[src/rtl/linear_fraction_fp32_macros.svh]
// Assertion macros for the linear fraction block.
// Used by the top level; expects clk_i and rst_ni in scope.
`ifndef LINEAR_FRACTION_FP32_MACROS_SVH
`define LINEAR_FRACTION_FP32_MACROS_SVH

// Same-cycle implication, disabled during reset.
`define LFP_ASSERT_IMPL(lbl, ante, cons) \
  lbl: assert property (@(posedge clk_i) disable iff (!rst_ni) (ante) |-> (cons)) \
    else $error("assertion failed");

// Next-cycle implication, disabled during reset.
`define LFP_ASSERT_NEXT(lbl, ante, cons) \
  lbl: assert property (@(posedge clk_i) disable iff (!rst_ni) (ante) |=> (cons)) \
    else $error("assertion failed");

`endif

[src/rtl/lfp_pkg.sv]
// Shared types, constants and float32 helper functions for the linear fraction block.
// No dependencies.
package lfp_pkg;

  localparam logic [31:0] DefaultNan = 32'hFFC0_0000;
  localparam logic [31:0] QuietBit   = 32'h0040_0000;
  localparam logic [31:0] PosInf     = 32'h7F80_0000;

  localparam int unsigned DivSteps = 27;  // quotient bits produced by the divider

  localparam logic [2:0] RegScaleNum = 3'd0;
  localparam logic [2:0] RegShiftNum = 3'd1;
  localparam logic [2:0] RegScaleDen = 3'd2;
  localparam logic [2:0] RegShiftDen = 3'd3;

  localparam logic [31:0] ScaleNumRst = 32'h3F80_0000;
  localparam logic [31:0] ShiftNumRst = 32'h0000_0000;
  localparam logic [31:0] ScaleDenRst = 32'h0000_0000;
  localparam logic [31:0] ShiftDenRst = 32'h3F80_0000;

  // Unrounded value handed to the rounding unit: sgn * mant * 2^expo, or a ready result.
  typedef struct packed {
    logic               spec;
    logic [31:0]        spec_bits;
    logic               sgn;
    logic [63:0]        mant;
    logic signed [12:0] expo;
  } lfp_rnd_t;

  function automatic logic is_nan(input logic [31:0] x);
    return (x[30:23] == 8'hFF) && (x[22:0] != 23'h0);
  endfunction

  function automatic logic is_inf(input logic [31:0] x);
    return (x[30:23] == 8'hFF) && (x[22:0] == 23'h0);
  endfunction

  function automatic logic is_zero(input logic [31:0] x);
    return x[30:0] == 31'h0;
  endfunction

  function automatic logic [23:0] dec_mant(input logic [31:0] x);
    return {|x[30:23], x[22:0]};
  endfunction

  function automatic logic signed [12:0] dec_exp(input logic [31:0] x);
    logic signed [12:0] e;
    if (x[30:23] == 8'h00) begin
      e = -13'sd149;
    end else begin
      e = $signed({5'b0, x[30:23]}) - 13'sd150;
    end
    return e;
  endfunction

  function automatic logic [5:0] msb64(input logic [63:0] m);
    logic [5:0] p;
    p = '0;
    for (int i = 0; i < 64; i++) begin
      if (m[i]) begin
        p = 6'(i);
      end
    end
    return p;
  endfunction

  // Right shift that folds every dropped bit into the lsb.
  function automatic logic [62:0] shr_sticky(input logic [62:0] m, input logic [12:0] k);
    logic [62:0] mask;
    logic [62:0] res;
    mask = '0;
    if (k >= 13'd63) begin
      res = {62'b0, |m};
    end else begin
      mask = ~({63{1'b1}} << k[5:0]);
      res  = (m >> k[5:0]) | {62'b0, |(m & mask)};
    end
    return res;
  endfunction

endpackage

[src/rtl/lfp_div.sv]
// Pipelined restoring float32 divider, one quotient bit per stage, unrounded output.
// Depends on lfp_pkg; its output feeds lfp_round.
module lfp_div (
  input  logic              clk_i,
  input  logic              rst_ni,
  input  logic              en_i,
  input  logic              vld_i,
  input  logic [31:0]       n_i,
  input  logic [31:0]       d_i,
  output logic              vld_o,
  output lfp_pkg::lfp_rnd_t res_o
);

  localparam int unsigned Last = lfp_pkg::DivSteps - 1;

  typedef struct packed {
    logic               spec;
    logic [31:0]        spec_bits;
    logic               sgn;
    logic [23:0]        mn;
    logic [23:0]        md;
    logic signed [12:0] en;
    logic signed [12:0] ed;
  } d1_t;

  typedef struct packed {
    logic                           spec;
    logic [31:0]                    spec_bits;
    logic                           sgn;
    logic signed [12:0]             expo;
    logic [23:0]                    md;
    logic [23:0]                    rem;
    logic [lfp_pkg::DivSteps-1:0]   quo;
  } dst_t;

  logic [1:0]          pre_vld_q;
  logic [Last:0]       st_vld_q;
  logic                out_vld_q;
  d1_t                 d1_d, d1_q, d2_d, d2_q;
  dst_t                st_d [lfp_pkg::DivSteps];
  dst_t                st_q [lfp_pkg::DivSteps];
  lfp_pkg::lfp_rnd_t   out_d, out_q;
  logic                sgn;
  logic [4:0]          kn, kd;
  logic                q_top;

  assign sgn = n_i[31] ^ d_i[31];

  // Stage 1: special operands and unpack.
  always_comb begin
    d1_d.spec      = 1'b1;
    d1_d.spec_bits = '0;
    if (lfp_pkg::is_nan(n_i)) begin
      d1_d.spec_bits = n_i | lfp_pkg::QuietBit;
    end else if (lfp_pkg::is_nan(d_i)) begin
      d1_d.spec_bits = d_i | lfp_pkg::QuietBit;
    end else if ((lfp_pkg::is_inf(n_i) && lfp_pkg::is_inf(d_i)) ||
                 (lfp_pkg::is_zero(n_i) && lfp_pkg::is_zero(d_i))) begin
      d1_d.spec_bits = lfp_pkg::DefaultNan;
    end else if (lfp_pkg::is_inf(n_i) || lfp_pkg::is_zero(d_i)) begin
      d1_d.spec_bits = {sgn, lfp_pkg::PosInf[30:0]};
    end else if (lfp_pkg::is_inf(d_i) || lfp_pkg::is_zero(n_i)) begin
      d1_d.spec_bits = {sgn, 31'h0};
    end else begin
      d1_d.spec = 1'b0;
    end
    d1_d.sgn = sgn;
    d1_d.mn  = lfp_pkg::dec_mant(n_i);
    d1_d.md  = lfp_pkg::dec_mant(d_i);
    d1_d.en  = lfp_pkg::dec_exp(n_i);
    d1_d.ed  = lfp_pkg::dec_exp(d_i);
  end

  // Stage 2: normalize subnormal mantissas to bit 23.
  always_comb begin
    kn   = 5'(6'd23 - lfp_pkg::msb64({40'b0, d1_q.mn}));
    kd   = 5'(6'd23 - lfp_pkg::msb64({40'b0, d1_q.md}));
    d2_d = d1_q;
    d2_d.mn = d1_q.mn << kn;
    d2_d.md = d1_q.md << kd;
    d2_d.en = d1_q.en - $signed({8'b0, kn});
    d2_d.ed = d1_q.ed - $signed({8'b0, kd});
  end

  // Stage 3: top quotient bit; the mantissa ratio lies in (1/2, 2).
  always_comb begin
    q_top              = d2_q.mn >= d2_q.md;
    st_d[0].spec       = d2_q.spec;
    st_d[0].spec_bits  = d2_q.spec_bits;
    st_d[0].sgn        = d2_q.sgn;
    st_d[0].expo       = d2_q.en - d2_q.ed - 13'(lfp_pkg::DivSteps - 1);
    st_d[0].md         = d2_q.md;
    st_d[0].rem        = q_top ? (d2_q.mn - d2_q.md) : d2_q.mn;
    st_d[0].quo        = '0;
    st_d[0].quo[Last]  = q_top;
  end

  // Remaining quotient bits, one compare-subtract per stage.
  for (genvar j = 1; j < lfp_pkg::DivSteps; j++) begin : g_step
    logic [24:0] r2;
    logic        ge;
    always_comb begin
      r2 = {st_q[j-1].rem, 1'b0};
      ge = r2 >= {1'b0, st_q[j-1].md};
      st_d[j]     = st_q[j-1];
      st_d[j].rem = ge ? 24'(r2 - {1'b0, st_q[j-1].md}) : r2[23:0];
      st_d[j].quo[Last-j] = ge;
    end
  end

  // Fold a nonzero remainder into the quotient lsb.
  always_comb begin
    out_d.spec      = st_q[Last].spec;
    out_d.spec_bits = st_q[Last].spec_bits;
    out_d.sgn       = st_q[Last].sgn;
    out_d.expo      = st_q[Last].expo;
    out_d.mant      = {37'h0, st_q[Last].quo[Last:1],
                       st_q[Last].quo[0] | (st_q[Last].rem != 24'h0)};
  end

  always_ff @(posedge clk_i or negedge rst_ni) begin
    if (!rst_ni) begin
      pre_vld_q <= '0;
      st_vld_q  <= '0;
      out_vld_q <= 1'b0;
    end else if (en_i) begin
      pre_vld_q <= {pre_vld_q[0], vld_i};
      st_vld_q  <= {st_vld_q[Last-1:0], pre_vld_q[1]};
      out_vld_q <= st_vld_q[Last];
    end
  end

  always_ff @(posedge clk_i) begin
    if (en_i) begin
      d1_q  <= d1_d;
      d2_q  <= d2_d;
      st_q  <= st_d;
      out_q <= out_d;
    end
  end

  assign vld_o = out_vld_q;
  assign res_o = out_q;

endmodule

[config.mk]
export PLATFORM = sky130hd
export DESIGN_NAME = lfp_div
export DESIGN_NICKNAME = d
export VERILOG_FILES = /design/src/rtl/linear_fraction_fp32_macros.svh /design/src/rtl/lfp_pkg.sv /design/src/rtl/lfp_div.sv
export SDC_FILE = /design/constraint.sdc
export NUM_CORES = 2
export LEC_CHECK = 0
export ABC_AREA = 1
export BUFFER_PORTS_ARGS = -buffer_cell sky130_fd_sc_hd__buf_2
export CORE_MARGIN = 5
export CORE_UTILIZATION = 25
export CTS_BUF_LIST = sky130_fd_sc_hd__clkbuf_4
export DETAILED_ROUTE_END_ITERATION = 12
export HOLD_SLACK_MARGIN = 0.06
export PLACE_DENSITY = 0.38
export SLEW_MARGIN = 20
export SYNTH_ARGS = -nofsm -noshare
export SYNTH_HDL_FRONTEND = slang
export SYNTH_SLANG_ARGS = --single-unit
[constraint.sdc]
create_clock -name clk_i -period 4.5 [get_ports clk_i]
set_input_delay 0.225 -clock clk_i [delete_from_list [all_inputs] [get_ports clk_i]]
set_output_delay 0.225 -clock clk_i [all_outputs]
set_load 0.02 [all_outputs]
==> flow_summary.yaml <==
drt:
  drt_wl_total_mm: 329.3
  num_vias: 83321
  drc: 0
  drt_first_pass_iters: 5
  drtIter0Drc: 4929
  wl_per_cell_um: 16.46
  drtAntennaViolNets: 0
  vias_per_cell: 4.164
critical_path:
  cp_data_required_time_ps: 6030
  rr_worst_depth: 29
  cpMostUsedCell: "dlygate4sd3_1"
  critPathBufInv: 10
  cp_top_family: "buffers and inverters"
  endpoint_kind: "flop"
  slowest_stage: "dlygate4sd3_1"
  arrival_ps: 5750
  r2r_setup_slack_ps: 630
  critical_path_class: "primary input to flop"
  r2r-end: "d2_q[21]"
  crit_fanout: 4
  start_kind: "primary input"
  cpPeakStageDelay_ps: 670
  path_cells: "dlygate4sd3_1, dlygate4sd3_1, buf_2, dlygate4sd3_1, nor4_1, dlygate4sd3_1, inv_1, dlygate4sd3_1, nor4_1, dlygate4sd3_1, a21oi_1, dlygate4sd3_1, o21ai_0, dlygate4sd3_1"
  r2r_start: "d1_q[52]"
synth:
  synthTopCellsByCount: "edfxtp_1, nand2_1, inv_1"
  yosys-top-cells-area: "edfxtp_1, ha_1, nand2_1"
  yosysWarnings: 0
  syn-instance-count: 10573
  synth_top_area_frac: 0.6904
  async_flop_share: 0.009285
  synth.largest_area_cell: "edfxtp_1"
  synth_edf_count: 3201
  syn_area_um2: 139200
  synth.distinct_cells: 61
  yosysMostFrequentCell: "edfxtp_1"
  synth.avg_cell_area_um2: 13.17
  ys.flop_type: "edfxtp_1"
  ys_ff_latch: 3231
  seq_area_frac_synth: 0.6958
placed_design:
  port_buffers: 142
  place_congestion: 0.8457
  hpwl_mm: 228.2
sta:
  finalMaxSlewViolations: 0
  final.setup.tns_ps: 0
  finalHoldViolations: 0
  fmax_mhz: 236.7
  finClkSkew_ps: 122.8
  fin_crit_ps: 4225
  worstMarginPinSlew_ps: 1081
  setup_violations: 0
  grt_setup_unrepaired: "false"
  relSlewSlack: 0.2768
  period_share: 0.9388
cts:
  insertion_delay_ps: 1660
  clockBufferDepth: 4
  clk_pin_slew_ps: 70
  cts_tree: "done"
  root_buffer: "clkbuf_4"
  cts.sinks: 3231
  cts_buffers: 908
  htree_levels: 6
  post-cts-setup-buffers: 0
grt:
  first_global_vias: 86785
  grt.total_usage: 0.1120
  grt_overflow: 0
  grt_antenna_before_repair: 15
  grt_max_degree: 152
  grt_pass1_wl_mm: 505.8
final_layout:
  drive_above_1_share: 0.1544
  area_growth_pct: 17.66
  post-route-util: 0.2946
  num-nets-final: 12603
floorplan:
  start_util: 0.2504
  core_um2: 556100
  rows: 274
  die-area_um2: 571900
  io_pins: 180
  die_h_um: 756.2
  fp.dieW_um: 756.2
pwr:
  p_leak_uw: 0.06380
  power_density_nw_per_um2: 619.4
  ir_drop_uv: 250.4
hold_path:
  min_from: "st_d[1427]"
  hp-class: "flop to flop"
  hold_depth: 0
  worst_hold_path.endpoint: "st_d[1305]"
run:
  maxCapViolCount: 0
outcome:
  outcome: "complete, no violations"
-- worst register-to-register path: cells and delay by family (launching register included) --
kind | cells | cell delay [ps]
fa+ha+maj | 2 | 710
flops | 1 | 410
simple gates | 23 | 1910
xor+xnor | 1 | 90
compound gates | 1 | 210
buf+inv | 2 | 250
-- per-stage QoR --
stage,area (um^2),hold slack (ps),total power [uW],instances,setup WS [ps]
after floorplan,139400,-70.59,65590,10609,1340
after global placement,149500,291.3,75190,18116,514.6
after CTS,163700,69.38,103800,19967,255.6
after detailed placement,149500,303.6,75300,18116,682.9
after global routing,163700,129.2,109500,19978,300.3
final,163800,332.7,101500,20012,275.4
-- layout make-up --
class,count,area (um^2)
fill,56744,392300
sequential,3231,96870
multi-input combinational,5904,36640
clock buffer,1349,10130
tap,7452,9324
inverter,1267,4756
timing repair buffer,508,4444
clock inverter,256,1539
antenna,45,112.6
-- metal layers --
| layer | wire [um] | track usage |
|---|---|---|
| met4 | 11160 | 0.04250 |
| met2 | 159800 | 0.1915 |
| met5 | 0 | 0 |
| met1 | 142700 | 0.1378 |
| met3 | 15560 | 0.02466 |
-- power breakdown --
part	switching [uW]	total, uW	internal [uW]
clock network	13100	26900	13900
logic	19500	31500	12100
registers	2830	43000	40200
-- sequential cells by signal, summed over array words and instances, names as in the netlist --
name / count
vld_o: 1
d1_q: 100
g_step.r2: 624
out_d: 73
pre_vld_q: 2
res_o: 74
st_vld_q: 27
st_q: 25
d2_q: 108
st_d: 2197
-- cells by family (layout without fill, tap and decap cells) --
kind of cell,Yosys count,in the layout,synth area share
simple gates,2681,2681,0.08107
compound gates,1875,1875,0.07710
buf+inv,1474,3380,0.04260
other cells,1,82,0.00002694
flops,3231,3231,0.6958
xor+xnor,596,596,0.03750
fa+ha+maj,715,715,0.06588
-- worst max-delay path by stage --
stage / from / end / slack, ps / depth (start not counted)
after floorplan: d1_q[49] / d2_q[7] / 1340 / 13
after detailed placement: d2_q[26] / g_step[1].r2[7] / 680 / 13
after CTS: n_i[26] / d1_q[93] / 260 / 14
after global routing: n_i[26] / d1_q[91] / 300 / 14
after global placement: d1_q[52] / d2_q[21] / 510 / 29
final: n_i[29] / d1_q[16] / 280 / 14
-- layout by cell type, fill, tap and decap left out, drive strengths merged, types with 3 or more instances in the layout --
master / instances
clkbuf: 1349
o21a: 15
clkinvlp: 6
diode: 45
fa: 30
a21oi: 981
dlygate4sd3: 243
edfxtp: 3201
dfrtp: 30
conb: 37
o211ai: 15
a31oi: 28
nand3: 435
buf: 264
a211oi: 5
nand4: 89
nand3b: 4
a21boi: 55
xnor2: 352
ha: 685
and2: 4
o311ai: 15
a21o: 27
a221oi: 7
o21ai: 667
o221ai: 13
nor2: 578
or4: 13
clkinv: 218
inv: 1299
o31ai: 3
o21bai: 41
nor3: 46
xor2: 244
nand2: 1436
nor3b: 5
nor4: 51
or2: 14
-- timing repair --
item                       in CTS  in global routing
setup endpoints to repair       0                  3
hold endpoints to repair     3361                  0
resized for setup               0                  2
hold buffers                  246                  0
Note: power is estimated with default switching activity, not from simulation.
