File: src/rtl/linear_fraction_fp32_macros.svh
// Assertion macros for the linear fraction block.
// Used by the top level; expects clk_i and rst_ni in scope.
`ifndef LINEAR_FRACTION_FP32_MACROS_SVH
`define LINEAR_FRACTION_FP32_MACROS_SVH

// Same-cycle implication, disabled during reset.
`define LFP_ASSERT_IMPL(lbl, ante, cons) \
  lbl: assert property (@(posedge clk_i) disable iff (!rst_ni) (ante) |-> (cons)) \
    else $error("assertion failed");

// Next-cycle implication, disabled during reset.
`define LFP_ASSERT_NEXT(lbl, ante, cons) \
  lbl: assert property (@(posedge clk_i) disable iff (!rst_ni) (ante) |=> (cons)) \
    else $error("assertion failed");

`endif

File: src/rtl/lfp_pkg.sv
// Shared types, constants and float32 helper functions for the linear fraction block.
// No dependencies.
package lfp_pkg;

  localparam logic [31:0] DefaultNan = 32'hFFC0_0000;
  localparam logic [31:0] QuietBit   = 32'h0040_0000;
  localparam logic [31:0] PosInf     = 32'h7F80_0000;

  localparam int unsigned DivSteps = 27;  // quotient bits produced by the divider

  localparam logic [2:0] RegScaleNum = 3'd0;
  localparam logic [2:0] RegShiftNum = 3'd1;
  localparam logic [2:0] RegScaleDen = 3'd2;
  localparam logic [2:0] RegShiftDen = 3'd3;

  localparam logic [31:0] ScaleNumRst = 32'h3F80_0000;
  localparam logic [31:0] ShiftNumRst = 32'h0000_0000;
  localparam logic [31:0] ScaleDenRst = 32'h0000_0000;
  localparam logic [31:0] ShiftDenRst = 32'h3F80_0000;

  // Unrounded value handed to the rounding unit: sgn * mant * 2^expo, or a ready result.
  typedef struct packed {
    logic               spec;
    logic [31:0]        spec_bits;
    logic               sgn;
    logic [63:0]        mant;
    logic signed [12:0] expo;
  } lfp_rnd_t;

  function automatic logic is_nan(input logic [31:0] x);
    return (x[30:23] == 8'hFF) && (x[22:0] != 23'h0);
  endfunction

  function automatic logic is_inf(input logic [31:0] x);
    return (x[30:23] == 8'hFF) && (x[22:0] == 23'h0);
  endfunction

  function automatic logic is_zero(input logic [31:0] x);
    return x[30:0] == 31'h0;
  endfunction

  function automatic logic [23:0] dec_mant(input logic [31:0] x);
    return {|x[30:23], x[22:0]};
  endfunction

  function automatic logic signed [12:0] dec_exp(input logic [31:0] x);
    logic signed [12:0] e;
    if (x[30:23] == 8'h00) begin
      e = -13'sd149;
    end else begin
      e = $signed({5'b0, x[30:23]}) - 13'sd150;
    end
    return e;
  endfunction

  function automatic logic [5:0] msb64(input logic [63:0] m);
    logic [5:0] p;
    p = '0;
    for (int i = 0; i < 64; i++) begin
      if (m[i]) begin
        p = 6'(i);
      end
    end
    return p;
  endfunction

  // Right shift that folds every dropped bit into the lsb.
  function automatic logic [62:0] shr_sticky(input logic [62:0] m, input logic [12:0] k);
    logic [62:0] mask;
    logic [62:0] res;
    mask = '0;
    if (k >= 13'd63) begin
      res = {62'b0, |m};
    end else begin
      mask = ~({63{1'b1}} << k[5:0]);
      res  = (m >> k[5:0]) | {62'b0, |(m & mask)};
    end
    return res;
  endfunction

endpackage

File: src/rtl/lfp_fma.sv
// Five-stage exact fused multiply-add front end: x*y+z, unrounded.
// Depends on lfp_pkg; its output feeds lfp_round.
module lfp_fma (
  input  logic             clk_i,
  input  logic             rst_ni,
  input  logic             en_i,
  input  logic             vld_i,
  input  logic [31:0]      x_i,
  input  logic [31:0]      y_i,
  input  logic [31:0]      z_i,
  output logic             vld_o,
  output lfp_pkg::lfp_rnd_t res_o
);

  typedef struct packed {
    logic               spec;
    logic [31:0]        spec_bits;
    logic               sp;
    logic               sz;
    logic               zz;
    logic [47:0]        mp;
    logic signed [12:0] ep;
    logic [23:0]        mz;
    logic signed [12:0] ez;
  } f1_t;

  typedef struct packed {
    f1_t        b;
    logic [5:0] np;
    logic [5:0] nz;
  } f2_t;

  typedef struct packed {
    logic               spec;
    logic [31:0]        spec_bits;
    logic               sp;
    logic               sz;
    logic               zz;
    logic [62:0]        pa;
    logic [62:0]        za;
    logic signed [12:0] epn;
    logic signed [12:0] ezn;
  } f3_t;

  typedef struct packed {
    logic               spec;
    logic [31:0]        spec_bits;
    logic               sp;
    logic               sz;
    logic [62:0]        pa;
    logic [62:0]        za;
    logic signed [12:0] ec;
  } f4_t;

  logic [4:0]         vld_q;
  f1_t                f1_d, f1_q;
  f2_t                f2_d, f2_q;
  f3_t                f3_d, f3_q;
  f4_t                f4_d, f4_q;
  lfp_pkg::lfp_rnd_t  f5_d, f5_q;
  logic               sp;
  logic [63:0]        sum;

  assign sp = x_i[31] ^ y_i[31];

  // Stage 1: special operands, mantissa product.
  always_comb begin
    f1_d.spec      = 1'b1;
    f1_d.spec_bits = '0;
    if (lfp_pkg::is_nan(x_i)) begin
      f1_d.spec_bits = x_i | lfp_pkg::QuietBit;
    end else if (lfp_pkg::is_nan(y_i)) begin
      f1_d.spec_bits = y_i | lfp_pkg::QuietBit;
    end else if (lfp_pkg::is_nan(z_i)) begin
      f1_d.spec_bits = z_i | lfp_pkg::QuietBit;
    end else if ((lfp_pkg::is_inf(x_i) && lfp_pkg::is_zero(y_i)) ||
                 (lfp_pkg::is_zero(x_i) && lfp_pkg::is_inf(y_i))) begin
      f1_d.spec_bits = lfp_pkg::DefaultNan;
    end else if (lfp_pkg::is_inf(x_i) || lfp_pkg::is_inf(y_i)) begin
      if (lfp_pkg::is_inf(z_i) && (z_i[31] != sp)) begin
        f1_d.spec_bits = lfp_pkg::DefaultNan;
      end else begin
        f1_d.spec_bits = {sp, lfp_pkg::PosInf[30:0]};
      end
    end else if (lfp_pkg::is_inf(z_i)) begin
      f1_d.spec_bits = z_i;
    end else if (lfp_pkg::is_zero(x_i) || lfp_pkg::is_zero(y_i)) begin
      if (lfp_pkg::is_zero(z_i)) begin
        f1_d.spec_bits = {sp & z_i[31], 31'h0};
      end else begin
        f1_d.spec_bits = z_i;
      end
    end else begin
      f1_d.spec = 1'b0;
    end
    f1_d.sp = sp;
    f1_d.sz = z_i[31];
    f1_d.zz = lfp_pkg::is_zero(z_i);
    f1_d.mp = {24'b0, lfp_pkg::dec_mant(x_i)} * {24'b0, lfp_pkg::dec_mant(y_i)};
    f1_d.ep = lfp_pkg::dec_exp(x_i) + lfp_pkg::dec_exp(y_i);
    f1_d.mz = lfp_pkg::dec_mant(z_i);
    f1_d.ez = lfp_pkg::dec_exp(z_i);
  end

  // Stage 2: leading-one positions.
  always_comb begin
    f2_d.b  = f1_q;
    f2_d.np = 6'd62 - lfp_pkg::msb64({16'b0, f1_q.mp});
    f2_d.nz = 6'd62 - lfp_pkg::msb64({40'b0, f1_q.mz});
  end

  // Stage 3: left-justify both terms.
  always_comb begin
    f3_d.spec      = f2_q.b.spec;
    f3_d.spec_bits = f2_q.b.spec_bits;
    f3_d.sp        = f2_q.b.sp;
    f3_d.sz        = f2_q.b.sz;
    f3_d.zz        = f2_q.b.zz;
    f3_d.pa        = 63'(f2_q.b.mp) << f2_q.np;
    f3_d.za        = 63'(f2_q.b.mz) << f2_q.nz;
    f3_d.epn       = f2_q.b.ep - $signed({7'b0, f2_q.np});
    f3_d.ezn       = f2_q.b.ez - $signed({7'b0, f2_q.nz});
  end

  // Stage 4: align the smaller term.
  always_comb begin
    f4_d.spec      = f3_q.spec;
    f4_d.spec_bits = f3_q.spec_bits;
    f4_d.sp        = f3_q.sp;
    f4_d.sz        = f3_q.sz;
    f4_d.pa        = f3_q.pa;
    f4_d.za        = f3_q.za;
    f4_d.ec        = f3_q.epn;
    if (f3_q.zz) begin
      f4_d.za = '0;
    end else if (f3_q.epn >= f3_q.ezn) begin
      f4_d.za = lfp_pkg::shr_sticky(f3_q.za, 13'(f3_q.epn - f3_q.ezn));
    end else begin
      f4_d.pa = lfp_pkg::shr_sticky(f3_q.pa, 13'(f3_q.ezn - f3_q.epn));
      f4_d.ec = f3_q.ezn;
    end
  end

  // Stage 5: add or subtract magnitudes; exact cancellation gives +0.
  always_comb begin
    if (f4_q.sp == f4_q.sz) begin
      sum       = {1'b0, f4_q.pa} + {1'b0, f4_q.za};
      f5_d.sgn  = f4_q.sp;
    end else if (f4_q.pa >= f4_q.za) begin
      sum       = {1'b0, f4_q.pa} - {1'b0, f4_q.za};
      f5_d.sgn  = f4_q.sp;
    end else begin
      sum       = {1'b0, f4_q.za} - {1'b0, f4_q.pa};
      f5_d.sgn  = f4_q.sz;
    end
    f5_d.spec      = f4_q.spec || (sum == 64'h0);
    f5_d.spec_bits = f4_q.spec ? f4_q.spec_bits : 32'h0;
    f5_d.mant      = sum;
    f5_d.expo      = f4_q.ec;
  end

  always_ff @(posedge clk_i or negedge rst_ni) begin
    if (!rst_ni) begin
      vld_q <= '0;
    end else if (en_i) begin
      vld_q <= {vld_q[3:0], vld_i};
    end
  end

  always_ff @(posedge clk_i) begin
    if (en_i) begin
      f1_q <= f1_d;
      f2_q <= f2_d;
      f3_q <= f3_d;
      f4_q <= f4_d;
      f5_q <= f5_d;
    end
  end

  assign vld_o = vld_q[4];
  assign res_o = f5_q;

endmodule

File: config.mk
export PLATFORM = sky130hd
export DESIGN_NAME = lfp_fma
export DESIGN_NICKNAME = d
export VERILOG_FILES = /design/src/rtl/linear_fraction_fp32_macros.svh /design/src/rtl/lfp_pkg.sv /design/src/rtl/lfp_fma.sv
export SDC_FILE = /design/constraint.sdc
export NUM_CORES = 2
export LEC_CHECK = 0
export BUFFER_PORTS_ARGS = -buffer_cell sky130_fd_sc_hd__clkbuf_2
export CAP_MARGIN = 20
export CORE_ASPECT_RATIO = 0.7
export CORE_MARGIN = 5
export CORE_UTILIZATION = 40
export CTS_BUF_LIST = sky130_fd_sc_hd__clkbuf_8
export DETAILED_ROUTE_END_ITERATION = 12
export SYNTH_ARGS = -nofsm -noshare
export SYNTH_HDL_FRONTEND = slang
export SYNTH_SLANG_ARGS = --single-unit
File: constraint.sdc
create_clock -name clk_i -period 4.6 [get_ports clk_i]
set_input_delay 0.23 -clock clk_i [delete_from_list [all_inputs] [get_ports clk_i]]
set_output_delay 0.23 -clock clk_i [all_outputs]
set_load 0.02 [all_outputs]
==> results by group <==
Outcome
  • Run status: finished with violations
  • Failing checks: negative setup slack

Worst setup path
  • Crit-path leading delay family: adder cells
  • Levels on crit path: 28
  • Setup crit start: x_i[30]
  • Crit path to: f1_q[95]
  • Worst setup path category: input pin to register
  • Buf/Inv on CP: 6
  • R2r worst-path depth: 23
  • Crit path DAT: 7.14 ns
  • Worst setup SP type: input pin
  • RR Startpoint: f4_q[19]
  • Crit-path most repeated cell: fa_1
  • Worst-path fanout max: 3
  • Required time worst endpoint: around 5.3 ns
  • R2R Setup Slk: -0.76 ns
  • Crit end category: register
  • Worst path slowest cell: fa_1
  • CP peak stage delay: 0.55 ns
  • Worst reg2reg path endpoint: res_o[110]

Drt
  • Routed wire length: 312 mm
  • Final ANT Viol Nets: 0
  • WL/cell: 26.6 microns
  • Vias per cell: just under 6
  • Router iterations before antenna repair: 7
  • Residual DRC: 0
  • Vias: 68000
  • Initial drt markers: 8845

Global route
  • First-pass GRT wire length: 448 mm
  • GRT met1 Usage: 0.484
  • Total GRT Usage: 0.319
  • Pin count of the biggest net entering global routing: ~150
  • GRT overflow: 0
  • Initial antenna violation count: 18
  • GRT Max-Usage Layer: met1
  • Met3 Track Usage GR: 0.152
  • GRT met2 Usage: 0.408
  • Vias in the first global route: 65600

Clocking
  • Longest Clk Path Bufs: 3
  • Clock Latency Late Sink: 0.92 ns
  • Clock transition at path regs: 0.07 ns
  • Root Driver: clkbuf_8
  • Inserted Clock Buffers: 117
  • TritonCTS Sinks: 750
  • CTS tree: yes
  • H-tree depth: 3

STA
  • Period utilization: 1.41
  • Slew @ Worst Pin: between 1 and 1.5 ns
  • Setup Skew: 0.0801 ns
  • Min Tclk post-route: 6.48 ns
  • Max frequency: 154 MHz
  • Worst Hold Slack: 0.0993 ns
  • Max-slew violation count: 0
  • Slack of the critical path: -1.88 ns
  • Final setup viols: 39
  • Unrepaired setup endpoints after global routing: yes
  • Max_slew headroom: 0.291
  • Fin. Hold Viols: 0

Synthesis
  • Synthesized area: 72200 sq um
  • Avg Cell Area, Syn: 9.30 sq um
  • Seq/Total Area, Yosys: 0.312
  • Number of flops mapped to enable cells by yosys: ~750
  • Synth Flop Type: edfxtp_1
  • #FFs+latches synth: 750
  • Syn nets: between 8000 and 9000
  • Asr flop ratio synth: 0.00667
  • Distinct cells, synth: 108
  • Post-Synthesis Cells: 7760
  • Synthesis Warnings: 0

Floorplanning
  • Die height: 365 microns
  • Initial Util: 0.402
  • Row Count: 130
  • Chip width: roughly 520 microns
  • Core Area: 179000 sq um
  • IO Pins: between 200 and 250
  • Die area: 189000 sq um

Run
  • MaxCap Viol Count: 0

Placement
  • HPWL Detailed: about 250 mm
  • Gpl congestion: 1.03
  • Buffers on Ports: about 210

Hold path
  • Hold Crit Class: input pin to register

Finish
  • # nets final: 10300
  • Area grow syn2layout: 29.2%
  • Share of layout cells above drive strength 1: 0.269
[worst reg2reg max path: stages (launching register included)]
cell	delay (ns)
edfxtp_1	0.38
buf_6	0.17
inv_1	0.09
ha_4	0.29
nand4_1	0.25
nor4_2	0.28
buf_4	0.19
nand4_1	0.12
buf_6	0.15
o311ai_4	0.24
buf_4	0.17
o31ai_4	0.08
buf_12	0.15
buf_12	0.13
a21oi_4	0.13
nor4_2	0.06
buf_4	0.19
o211ai_1	0.48
a21oi_2	0.22
a211oi_2	0.22
buf_4	0.20
and3_1	0.18
or4b_4	0.46
o41ai_2	0.29
[synth_stat cells, types with 56 or more instances]
| cell | number | share of area |
|---|---|---|
| nor2_1 | 567 | 0.029 |
| o22ai_1 | 70 | 0.0061 |
| mux2i_1 | 204 | 0.028 |
| a31oi_1 | 76 | 0.0066 |
| nor3_1 | 121 | 0.0084 |
| nand3_1 | 60 | 0.0042 |
| nor4_1 | 89 | 0.0077 |
| fa_1 | 490 | 0.14 |
| mux4_2 | 128 | 0.040 |
| a21o_1 | 78 | 0.0081 |
| xnor2_1 | 116 | 0.014 |
| buf_1 | 66 | 0.0034 |
| clkbuf_1 | 342 | 0.018 |
| and2_1 | 261 | 0.023 |
| inv_1 | 773 | 0.040 |
| o31ai_1 | 56 | 0.0058 |
| edfxtp_1 | 745 | 0.31 |
| a211oi_1 | 86 | 0.0089 |
| nand2_1 | 1045 | 0.054 |
| o21bai_1 | 69 | 0.0072 |
| a21oi_1 | 593 | 0.041 |
| o21ai_0 | 437 | 0.030 |
| ha_1 | 418 | 0.072 |
[cells by family (layout without fill, tap and decap cells)]
logic type,after synthesis,in the layout,synth area share
AOI/OAI and AO/OA,1881,1881,0.164
muxes,374,374,0.0748
DFF,750,750,0.312
and+or+nand+nor,2427,2429,0.154
buffers and inverters,1248,2848,0.0668
xor gates and xnor gates,169,169,0.0205
other,1,7,0.0000520
adders and majority gates,910,910,0.209
[flip-flops by register name, summed over array words and instances (netlist names)]
register,count
f2_q,142
f1_q,130
f3_q,188
res_o,111
vld_q,5
f4_q,174
[layout make-up]
type,instances,area [sq um]
inverters,783,2940
clock inverters,87,862
repair buffers,1861,15200
diodes,6,15.0
clock buffers,117,1610
flip-flops and latches,750,22500
fillers,16500,86200
multi-input cells,5764,47200
well taps,2376,2970
[stage by stage]
step / std cells / TNS, ns / utilization / area [sq um] / setup slack [ns]
floorplan: 7760 / -48.69 / - / 72900 / -2.30
global placement: 11400 / -76.81 / 0.482 / 86500 / -2.90
finish: 11700 / -42.43 / 0.520 / 93200 / -1.88
global route: 11700 / -45.65 / 0.520 / 93200 / -1.96
detailed placement: 11400 / -78.39 / 0.482 / 86500 / -2.93
CTS: 11700 / -32.66 / 0.509 / 91400 / -1.84
[repair_timing]
| action | in CTS | in global routing |
|---|---|---|
| hold buffers | 52 | 1 |
| cloned | 4 | 4 |
| pin swaps | 122 | 158 |
| endpoints found under the hold margin | 144 | 1 |
| resized for setup | 275 | 308 |
| buffers inserted | 62 | 76 |
| setup endpoints to repair | 56 | 177 |
[placed cells by master, fill, tap and decap left out, drive strengths merged, types with 28 or more instances in the layout]
master / count
o21bai: 70
mux2i: 204
ha: 418
clkbuf: 316
a22o: 33
nand2: 1049
a22oi: 39
nand2b: 47
o211ai: 28
a21oi: 597
mux4: 128
o21a: 37
dlygate4sd3: 53
o2bb2ai: 31
fa: 490
o22ai: 71
a211oi: 91
nor3: 127
buf: 1609
edfxtp: 745
nand4: 57
o31ai: 60
xnor2: 116
nor2b: 53
o21ai: 454
inv: 812
mux2: 42
and2: 261
nor2: 571
nand3: 60
clkinv: 43
nor4: 91
xor2: 53
a31oi: 76
a21o: 78
[how the worst min path moves through the flow]
stage | startpoint | end | slack, ns | cells past startpoint
after floorplan | rst_ni | vld_q[0] | -0.07 | 0
after global placement | rst_ni | vld_q[0] | 0.05 | 1
after detailed placement | rst_ni | vld_q[0] | 0.06 | 1
after CTS | x_i[1] | f1_q[102] | 0.01 | 5
after global routing | x_i[11] | f1_q[112] | 0.05 | 4
final | x_i[23] | f1_q[37] | 0.1 | 4
[per-layer routing]
| metal | part of all wire | routed length [microns] |
|---|---|---|
| met4 | 0.019 | 5890 |
| met1 | 0.46 | 144000 |
| met5 | 0.00095 | 298 |
| met2 | 0.37 | 115000 |
| met3 | 0.15 | 47200 |
Power is left out: the tool's default activity adds up to more than one toggle a clock period on the data nets, which glitch-free logic cannot reach.
