--- src/rtl/linear_fraction_fp32_macros.svh ---
// Assertion macros for the linear fraction block.
// Used by the top level; expects clk_i and rst_ni in scope.
`ifndef LINEAR_FRACTION_FP32_MACROS_SVH
`define LINEAR_FRACTION_FP32_MACROS_SVH

// Same-cycle implication, disabled during reset.
`define LFP_ASSERT_IMPL(lbl, ante, cons) \
  lbl: assert property (@(posedge clk_i) disable iff (!rst_ni) (ante) |-> (cons)) \
    else $error("assertion failed");

// Next-cycle implication, disabled during reset.
`define LFP_ASSERT_NEXT(lbl, ante, cons) \
  lbl: assert property (@(posedge clk_i) disable iff (!rst_ni) (ante) |=> (cons)) \
    else $error("assertion failed");

`endif

--- src/rtl/lfp_pkg.sv ---
// Shared types, constants and float32 helper functions for the linear fraction block.
// No dependencies.
package lfp_pkg;

  localparam logic [31:0] DefaultNan = 32'hFFC0_0000;
  localparam logic [31:0] QuietBit   = 32'h0040_0000;
  localparam logic [31:0] PosInf     = 32'h7F80_0000;

  localparam int unsigned DivSteps = 27;  // quotient bits produced by the divider

  localparam logic [2:0] RegScaleNum = 3'd0;
  localparam logic [2:0] RegShiftNum = 3'd1;
  localparam logic [2:0] RegScaleDen = 3'd2;
  localparam logic [2:0] RegShiftDen = 3'd3;

  localparam logic [31:0] ScaleNumRst = 32'h3F80_0000;
  localparam logic [31:0] ShiftNumRst = 32'h0000_0000;
  localparam logic [31:0] ScaleDenRst = 32'h0000_0000;
  localparam logic [31:0] ShiftDenRst = 32'h3F80_0000;

  // Unrounded value handed to the rounding unit: sgn * mant * 2^expo, or a ready result.
  typedef struct packed {
    logic               spec;
    logic [31:0]        spec_bits;
    logic               sgn;
    logic [63:0]        mant;
    logic signed [12:0] expo;
  } lfp_rnd_t;

  function automatic logic is_nan(input logic [31:0] x);
    return (x[30:23] == 8'hFF) && (x[22:0] != 23'h0);
  endfunction

  function automatic logic is_inf(input logic [31:0] x);
    return (x[30:23] == 8'hFF) && (x[22:0] == 23'h0);
  endfunction

  function automatic logic is_zero(input logic [31:0] x);
    return x[30:0] == 31'h0;
  endfunction

  function automatic logic [23:0] dec_mant(input logic [31:0] x);
    return {|x[30:23], x[22:0]};
  endfunction

  function automatic logic signed [12:0] dec_exp(input logic [31:0] x);
    logic signed [12:0] e;
    if (x[30:23] == 8'h00) begin
      e = -13'sd149;
    end else begin
      e = $signed({5'b0, x[30:23]}) - 13'sd150;
    end
    return e;
  endfunction

  function automatic logic [5:0] msb64(input logic [63:0] m);
    logic [5:0] p;
    p = '0;
    for (int i = 0; i < 64; i++) begin
      if (m[i]) begin
        p = 6'(i);
      end
    end
    return p;
  endfunction

  // Right shift that folds every dropped bit into the lsb.
  function automatic logic [62:0] shr_sticky(input logic [62:0] m, input logic [12:0] k);
    logic [62:0] mask;
    logic [62:0] res;
    mask = '0;
    if (k >= 13'd63) begin
      res = {62'b0, |m};
    end else begin
      mask = ~({63{1'b1}} << k[5:0]);
      res  = (m >> k[5:0]) | {62'b0, |(m & mask)};
    end
    return res;
  endfunction

endpackage

--- src/rtl/lfp_round.sv ---
// Three-stage round-to-nearest-even packer to float32 with subnormal support.
// Depends on lfp_pkg.
module lfp_round (
  input  logic              clk_i,
  input  logic              rst_ni,
  input  logic              en_i,
  input  logic              vld_i,
  input  lfp_pkg::lfp_rnd_t rnd_i,
  output logic              vld_o,
  output logic [31:0]       res_o
);

  typedef struct packed {
    logic               spec;
    logic [31:0]        spec_bits;
    logic               sgn;
    logic [63:0]        mant;
    logic signed [12:0] sh;
    logic signed [12:0] fexp;
  } r1_t;

  typedef struct packed {
    logic        spec;
    logic [31:0] spec_bits;
    logic        sgn;
    logic [23:0] kept;
    logic        rup;
    logic [7:0]  fexp;
    logic        ovf;
  } r2_t;

  logic [2:0]         vld_q;
  r1_t                r1_d, r1_q;
  r2_t                r2_d, r2_q;
  logic [31:0]        r3_d, r3_q;
  logic signed [12:0] sh_a, sh_t, neg;
  logic [6:0]         amt;
  logic [127:0]       wide;
  logic [63:0]        left;
  logic [31:0]        bits;

  // Stage 1: shift amount from leading one and subnormal floor.
  always_comb begin
    sh_a           = $signed({7'b0, lfp_pkg::msb64(rnd_i.mant)}) - 13'sd23;
    sh_t           = -13'sd149 - rnd_i.expo;
    r1_d.spec      = rnd_i.spec;
    r1_d.spec_bits = rnd_i.spec_bits;
    r1_d.sgn       = rnd_i.sgn;
    r1_d.mant      = rnd_i.mant;
    r1_d.sh        = (sh_t > sh_a) ? sh_t : sh_a;
    r1_d.fexp      = rnd_i.expo + r1_d.sh + 13'sd149;
  end

  // Stage 2: shift, guard and sticky.
  always_comb begin
    neg  = -r1_q.sh;
    amt  = ($signed(r1_q.sh) > 13'sd127) ? 7'd127 : r1_q.sh[6:0];
    wide = {r1_q.mant, 64'h0} >> amt;
    left = r1_q.mant << neg[4:0];
    r2_d.spec      = r1_q.spec;
    r2_d.spec_bits = r1_q.spec_bits;
    r2_d.sgn       = r1_q.sgn;
    r2_d.fexp      = r1_q.fexp[7:0];
    r2_d.ovf       = $signed(r1_q.fexp) > 13'sd254;
    if ($signed(r1_q.sh) > 13'sd0) begin
      r2_d.kept = wide[87:64];
      r2_d.rup  = wide[63] & ((|wide[62:0]) | wide[64]);
    end else begin
      r2_d.kept = left[23:0];
      r2_d.rup  = 1'b0;
    end
  end

  // Stage 3: increment and pack; a carry past the top exponent saturates to infinity.
  always_comb begin
    bits = {1'b0, r2_q.fexp, 23'h0} + {8'h0, r2_q.kept} + {31'h0, r2_q.rup};
    if (bits >= lfp_pkg::PosInf) begin
      bits = lfp_pkg::PosInf;
    end
    if (r2_q.spec) begin
      r3_d = r2_q.spec_bits;
    end else if (r2_q.ovf) begin
      r3_d = {r2_q.sgn, lfp_pkg::PosInf[30:0]};
    end else begin
      r3_d = {r2_q.sgn, bits[30:0]};
    end
  end

  always_ff @(posedge clk_i or negedge rst_ni) begin
    if (!rst_ni) begin
      vld_q <= '0;
    end else if (en_i) begin
      vld_q <= {vld_q[1:0], vld_i};
    end
  end

  always_ff @(posedge clk_i) begin
    if (en_i) begin
      r1_q <= r1_d;
      r2_q <= r2_d;
      r3_q <= r3_d;
    end
  end

  assign vld_o = vld_q[2];
  assign res_o = r3_q;

endmodule

--- config.mk ---
export PLATFORM = sky130hd
export DESIGN_NAME = lfp_round
export DESIGN_NICKNAME = d
export VERILOG_FILES = /design/src/rtl/linear_fraction_fp32_macros.svh /design/src/rtl/lfp_pkg.sv /design/src/rtl/lfp_round.sv
export SDC_FILE = /design/constraint.sdc
export NUM_CORES = 1
export LEC_CHECK = 0
export ABC_AREA = 1
export BUFFER_PORTS_ARGS = -buffer_cell sky130_fd_sc_hd__buf_4
export CORE_MARGIN = 8
export CORE_UTILIZATION = 50
export DETAILED_ROUTE_END_ITERATION = 7
export PLACE_DENSITY = 0.69
export REMOVE_ABC_BUFFERS = 1
export SLEW_MARGIN = 40
export SYNTH_ARGS = -nofsm -noshare
export SYNTH_HDL_FRONTEND = slang
export SYNTH_SLANG_ARGS = --single-unit
--- constraint.sdc ---
create_clock -name clk_i -period 11.95 [get_ports clk_i]
set_input_delay 1.195 -clock clk_i [delete_from_list [all_inputs] [get_ports clk_i]]
set_output_delay 1.195 -clock clk_i [all_outputs]
set_load 0.05 [all_outputs]
==> run summary, run 1 <==
The residual DRC count came out at 0. The per-cell via count in the routed design is ~5.4. The initial antenna violation count is 0.

The deepest clock path buffer count is 3. The total negative slack came out at 0 ns. The maximum single-stage delay on the critical path came out at between 0.4 and 0.5 ns. The peak ir drop on the vdd network came out at between 0.0001 and 0.00015 V. The number of instances in the synthesized netlist came out at 2100. The most used flip-flop cell after synthesis is edfxtp_1. For this design, the sink count on the clock tree is between 200 and 250. The number of diodes came out at 0. The count of nets left with antenna violations once routing finished came out at 0.

The clock insertion delay at the later pin of the skew report came out at ~0.56 ns. The mean cell area of the mapped netlist is about 7.6 um2. The sequential group share of total power came out at 34.9%.

For this run, the number of Yosys warnings is 0. Once the clock tree was built, the resizer swapped 0 gates to a different size. The number of nets in the final layout is 2354. The synthesized design contains roughly 230 register bits. The top-level I/O count came out at between 100 and 150. The total of endpoints with negative setup slack in the final report is 0. The global-route wire length before repair is approximately 70000 um.

The proportion of register bits with asynchronous set or reset after synthesis is roughly 1.3%. The floorplan die height came out at a little under 200 um. The area of the core region came out at approximately 31000 um2.

The number of buffers added on ports is around 150. Global routing used about 23% of the available tracks. The number of distinct library cells after synthesis came out at 64.

The largest fanout of any net on the critical path came out at 13. The worst hold path belongs to the class flop to flop. The clock slew seen by the registers of the worst setup and hold paths is about 0.06 ns. The cell-internal power is 1.819 mW. The final hold violation count came to 0. The vias after detailed routing is approximately 14000. The arrival time at the worst endpoint is about 9.2 ns. The highest achievable clock rate came out at ~110 MHz. The flow ran to the end, and the final reports show no timing, DRC or antenna violations. The post-route clock period utilization is between 70% and 80%.

The number of global-route vias before repair was roughly 13000. The final worst clock skew is between 0.03 and 0.04 ns. TritonCTS built the clock tree. Power spread over the standard cell area amounts to about 170 nW/um2. The number of search-and-repair iterations in the first detailed-routing pass is 7. The horizontal die dimension came out at just under 200 um. The switching power is 1.192 mW.

The placer's final routability congestion estimate is between 0.9 and 1. The proportion of power drawn by the clock network came out at about a quarter. The type of origin of the critical path is an input port.

Clock tree synthesis inserted a total of 25 buffers. The number of enable flip-flop cells after synthesis came out at ~220. The number of max-capacitance violations reported is 0.

Data on the critical path is required at its endpoint by between 10 and 15 ns. The half-perimeter wire length after detailed placement is roughly 35000 um. The relative slew slack came out at between 40% and 50%. The pin count of the biggest net entering global routing is 84. The fraction of power spent switching nets came out at between 30% and 40%. Summing every instance area after synthesis gives 15950 um2.

The number of setup buffers added after CTS is 0. The instance area after placement is ~17000 um2. Dividing the detail-routed wire length by the instance count gives ~17 um. For this run, the register share of the synthesized area comes to ~43%.

Of the cells placed in the final design, the portion with a size suffix greater than 1 is around an eighth. The post-route minimum period came out at 8.875 ns. For this block, the routed nets add up to between 40000 and 50000 um of wire. The setup path with the least slack is of type input port to flop.

The max-slew violation count is 0. The initial detailed-routing violation count is between 1000 and 1500. The die covers approximately 38000 um2. For this configuration, the core starts out at a cell density of 50.68%. The number of placement rows is 65. The slowest stage of the critical path belongs to the cell ha_1. The actual slew at the worst max-slew pin came out at a little over 0.8 ns. The area added between synthesis and finish came out at 13.64%. In the layout the commonest cells are nand2_1, o21ai_0, inv_1, edfxtp_1, buf_4. The leakage power came out at ~8.1 nW. The library cell used most frequently in the layout, excluding fill and tap cells, is nand2_1. Counting stages on the worst path, the most repeated cell is nand2_1. The design area is about 18000 um2. The worst hold margin is 0.4123 ns. The root buffer cell chosen for the clock tree is clkbuf_16. Setup repair after global routing left no endpoint under its margin.

The global route total overflow came out at 0. STA classifies the critical path endpoint as a flop. In this run the number of H-tree levels came out at 1. Buffers inserted to repair hold after CTS numbered 0. The part of the total power dissipated in combinational logic came out at 39.8%.
## routing by layer
layer | global-route usage, % | up-vias | wire, um
li1 | - | 7260 | -
met1 | 31.03 | 6417 | 20660
met2 | 37.91 | 357 | 20550
met3 | 3.524 | 50 | 2367
met4 | 4.696 | 0 | 829
met5 | 0 | - | 0
## sequential cells by signal (all words and copies together), names as in the netlist
| register | flops |
|---|---|
| r1_q | 124 |
| r2_q | 68 |
| res_o | 32 |
| vld_q | 3 |
## cell families (layout without fill, tap and decap cells)
group                    count (synthesis)  count (layout)  share of synthesized area [%]
flip-flops                             227             227                          42.64
adder cells (fa/ha/maj)                 44              44                          3.498
multiplexers                            34              34                          2.141
buffers and inverters                  404             518                          9.852
AO/OA/AOI/OAI                          508             508                          17.39
AND/OR/NAND/NOR                        850             850                          22.67
XOR/XNOR                                33              33                          1.812
## final timing paths
check	from	depth (start not counted)	to	slack [ns]
worst max-delay path	rnd_i[16]	96	r1_q[12]	3.07
worst min-delay path	r1_q[107]	0	r2_q[51]	0.41
worst max register to register	r1_q[13]	23	r2_q[9]	6.11
worst min register to register	r1_q[107]	0	r2_q[51]	0.41
max in group asynchronous	rst_ni	1	vld_q[0]	11.42
min in group asynchronous	rst_ni	1	vld_q[2]	0.44
## power by group through the flow
stage               Sequential (mW)  Clock (mW)  Combinational [mW]
finish                         1.05       0.762                1.20
global route                   1.06       0.807                1.34
CTS                            1.05       0.782                1.19
detailed placement             1.07           0                1.18
global placement               1.06           0                1.18
floorplan                      1.10           0               0.742
## cells in the mapped netlist, types with 22 or more instances
cell type  instances  area, um2
xor2_1            26      227.7
edfxtp_1         224       6726
nand3_1           79      395.4
a21oi_1           51      255.2
o21ai_1           40      200.2
mux2i_1           33      330.3
inv_1            298       1119
o21ai_0          328       1642
ha_1              43      538.0
nand2_1          578       2170
nor2_1            86      322.8
clkbuf_1          64      240.2
nand4_1           22      137.6
or2_2             27      168.9
## critical path, delay by kind of cell
family                   cells  cell delay, ns
AND/OR/NAND/NOR             74            4.54
AO/OA/AOI/OAI                9            1.38
adder cells (fa/ha/maj)      4            0.97
buffers and inverters        6            0.64
XOR/XNOR                     3            0.48
## per-stage QoR
stage	utilization (%)	total power, mW	worst slack (ns)	cells
2_1_floorplan	-	1.839	3.833	2003
3_3_place_gp	54.95	2.242	2.919	2569
3_5_place_dp	55.01	2.249	2.556	2570
4_1_cts	57.59	3.022	3.080	2616
5_1_grt	57.59	3.207	1.830	2616
6_report	57.59	3.011	3.075	2616
## final cells by class
class	count	area (um2)
Fill cell	3009	13350
Multi-Input combinational cell	1469	7596
Sequential cell	227	6802
Timing Repair Buffer	165	1257
Inverter	307	1157
Clock buffer	31	648.1
Tap cell	402	503.0
Clock inverter	15	163.9
Note: power is estimated with default switching activity, not from simulation.
==> run 2, diff against run 1 <==
==> constraint.sdc (replaced) <==
create_clock -name clk_i -period 8.4 [get_ports clk_i]
set_input_delay 0.84 -clock clk_i [delete_from_list [all_inputs] [get_ports clk_i]]
set_output_delay 0.84 -clock clk_i [all_outputs]
set_load 0.05 [all_outputs]
==> run 2 against run 1 <==
Against the previous run:
- sequential power rose by 42%
- final area increased by 3.4%
- setup slack lost 2.4 ns
- die area is the same
- clock power increased by 52%
- global-route usage increased by 0.42 points
- sequential cell count did not move
- non-clock buffer count increased by 21
- critical path depth fell by 3
- via count rose by 1.5%
- combinational power grew 51%
==> run summary, run 2 (synthesized netlist as in run 1, its figures left out) <==
The flow ran to the end, and the final reports show no timing, DRC or antenna violations. The deepest clock path buffer count was 3 (unchanged). The pin count of the biggest net entering global routing came out at 101 (+20%). The worst setup path is launched from an input port. The data required time of the critical path was 8.69 ns (-3.55 ns). The number of buffers added on ports is 147 (unchanged).

The endpoint identified for the worst register-to-register timing path is r2_q[9]. The mean routed wirelength per cell is 17.17 um (+1.1%). The total placed cells including tap cells is 2585 (+0.58%). The area added between synthesis and finish came out at 17.52%. The final non-filler cell total came to 2638 (+0.84%).

The total global routing track utilization came out at 23.18% (+0.42 points). The instance area after placement was 17450 um2 (+0.79%). The flip-flop count of the largest register, all copies and words added is 124 (unchanged).

The initial standard-cell utilization of the core is 50.68% (unchanged). The horizontal die dimension is 194.6 um (unchanged). The number of global-route vias before repair is 13680 (+2.2%). The number of H-tree levels is 1 (unchanged). The root buffer cell is clkbuf_16. The top-level I/O count is 148 (unchanged).

The number of cells traversed by the worst register-to-register path is 20 (-13%). The tightest min-delay check is of the input port to asynchronous set/reset pin type. The largest fanout of any net on the critical path is 5 (-8).

The per-cell via count in the routed design was 5.421 (+0.69%). The initial antenna violation count came out at 0 (unchanged). More flip-flops sit in one register than any other, and that register is r1_q. The total negative slack came out at 0 ns (unchanged). The cell with the largest stage delay on the worst path is ha_1. The max-slew violation count is 0 (unchanged). The worst hold margin is 0.07900 ns (-0.3333 ns). The peak ir drop on the vdd network came out at 0.0001573 V (+39%). The remaining antenna violation count after routing is 0 (unchanged). The floorplan die height is 194.6 um (unchanged). The half-perimeter wire length after detailed placement came out at 35360 um (+1.1%). The vias after detailed routing came out at 14300 (+1.5%). The total of endpoints with negative setup slack in the final report came out at 0 (unchanged). The number of search-and-repair iterations in the first detailed-routing pass is 5 (-2). The clock insertion delay at the later pin of the skew report is 0.56 ns (about the same).

The startpoint of the most critical setup path is rnd_i[16]. The setup path with the least slack is of type input port to flop. The area of the core region is 31470 um2 (unchanged).

The placer's final routability congestion estimate came to 0.9455 (+2.8%). The initial detailed-routing violation count is 1052 (+5.0%). The design area is 18750 um2 (+3.4%). The post-route clock period utilization came out at 91.93%. The total die area was 37880 um2 (unchanged). The final worst clock skew came out at 0.03148 ns (+0.0008447 ns). The global-route wire length before repair is 71590 um (+1.5%). The areal power density over the cells came to 238.2 nW/um2 (+43%).

The number of diodes is 0 (unchanged). The total power consumption of the routed design came out at 4.464 mW (+48%). The total routed wirelength came to 45300 um (+2.0%). The core utilization of the finished layout is 59.56% (+2.0 points). The number of max-capacitance violations reported is 0 (unchanged).

The actual slew at the worst max-slew pin is 0.8587 ns (+0.02835 ns). The residual DRC count is 0 (unchanged). STA classifies the critical path endpoint as a flop. The most numerous cell type found on the critical path is nand2_1. The count of clock tree sinks came out at 227 (unchanged). The post-route minimum period came out at roughly 7.7 ns. TritonCTS built the clock tree. The clock slew seen by the registers of the worst setup and hold paths came out at 0.06 ns (about the same). Setup repair after global routing could not meet its margin everywhere.

The arrival time at the worst endpoint came out at 8.01 ns (-1.16 ns). Based on the critical path, the design can be clocked at up to around 130 MHz. The final hold violation count is 0 (unchanged). The maximum single-stage delay on the critical path came to 0.35 ns (-0.07 ns).

The number of buffers created by CTS came out at 25 (unchanged). The share of post-route cells with drive strength above 1 is 15.56% (+3.8 points). The top cell types in the final layout, fill and taps aside, are nand2_1, o21ai_0, inv_1, edfxtp_1, buf_4. In this run the critical register-to-register path is launched from r1_q[13]. The leakage power came out at 8.301 nW (+2.5%). The global route total overflow is 0 (unchanged). The setup slack of the worst register-to-register path came out at 2.51 ns (-3.60 ns). The number of placement rows is 65 (unchanged). The minimum setup slack in the final design came out at 0.6782 ns (-2.397 ns). The post-placement worst setup slack was -0.2071 ns (-2.763 ns). The relative slew slack is 42.15% (-1.9 points). The number of fill cells is 2873 (-4.5%).

The number of nets in the final layout is 2376 (+0.93%). Leaving out fill and tap cells, the most frequent cell in the layout is nand2_1.
run 2: worst max-delay path by stage:
| stage | end | slack [ns] | cells past startpoint |
|---|---|---|---|
| 2_1_floorplan | r1_q[12] | 0.64 | 94 |
| 3_5_place_dp | r1_q[12] | -0.21 | 94 |
| 4_1_cts | r1_q[12] | 0.31 | 94 |
| 5_1_grt | r1_q[12] | -0.40 | 93 |
| 6_report | r1_q[12] | 0.68 | 93 |
| 3_3_place_gp | r1_q[12] | 0.03 | 94 |
run 2: final cells by class:
type	instances	area (um2)	area share (%)
flip-flops and latches	227	6802	36.28
inverters	307	1161	6.194
well taps	402	503.0	2.683
multi-input cells	1470	7946	42.39
clock buffers	26	629.4	3.357
clock inverters	20	249.0	1.328
repair buffers	186	1455	7.763
run 2: critical path, delay by kind of cell:
| family | cells | cell delay, ns |
|---|---|---|
| xor gates and xnor gates | 3 | 0.53 |
| AOI/OAI and AO/OA | 11 | 1.36 |
| and+or+nand+nor | 72 | 4.09 |
| adders and majority gates | 4 | 1.03 |
| buffers and inverters | 3 | 0.19 |
run 2: metal layers:
layer  share of wire, %  global-route usage (%)  up-vias
met4                2.1                   4.526        0
met2                 48                   39.97      367
li1                   -                       -     7294
met3                5.9                   3.973       57
met5                  0                       0        -
met1                 44                   30.33     6583
run 2: timing repair:
| action | in CTS | in global routing |
|---|---|---|
| hold buffers | 0 | 0 |
| setup buffers | 0 | 6 |
| resized for setup | 0 | 77 |
| hold endpoints to repair | 0 | 0 |
| endpoints found under the setup margin | 0 | 6 |
run 2: where the power goes:
group	switching (mW)	internal, mW
clock network	0.460	0.703
registers	0.0687	1.43
logic	1.22	0.589
total	1.75	2.72
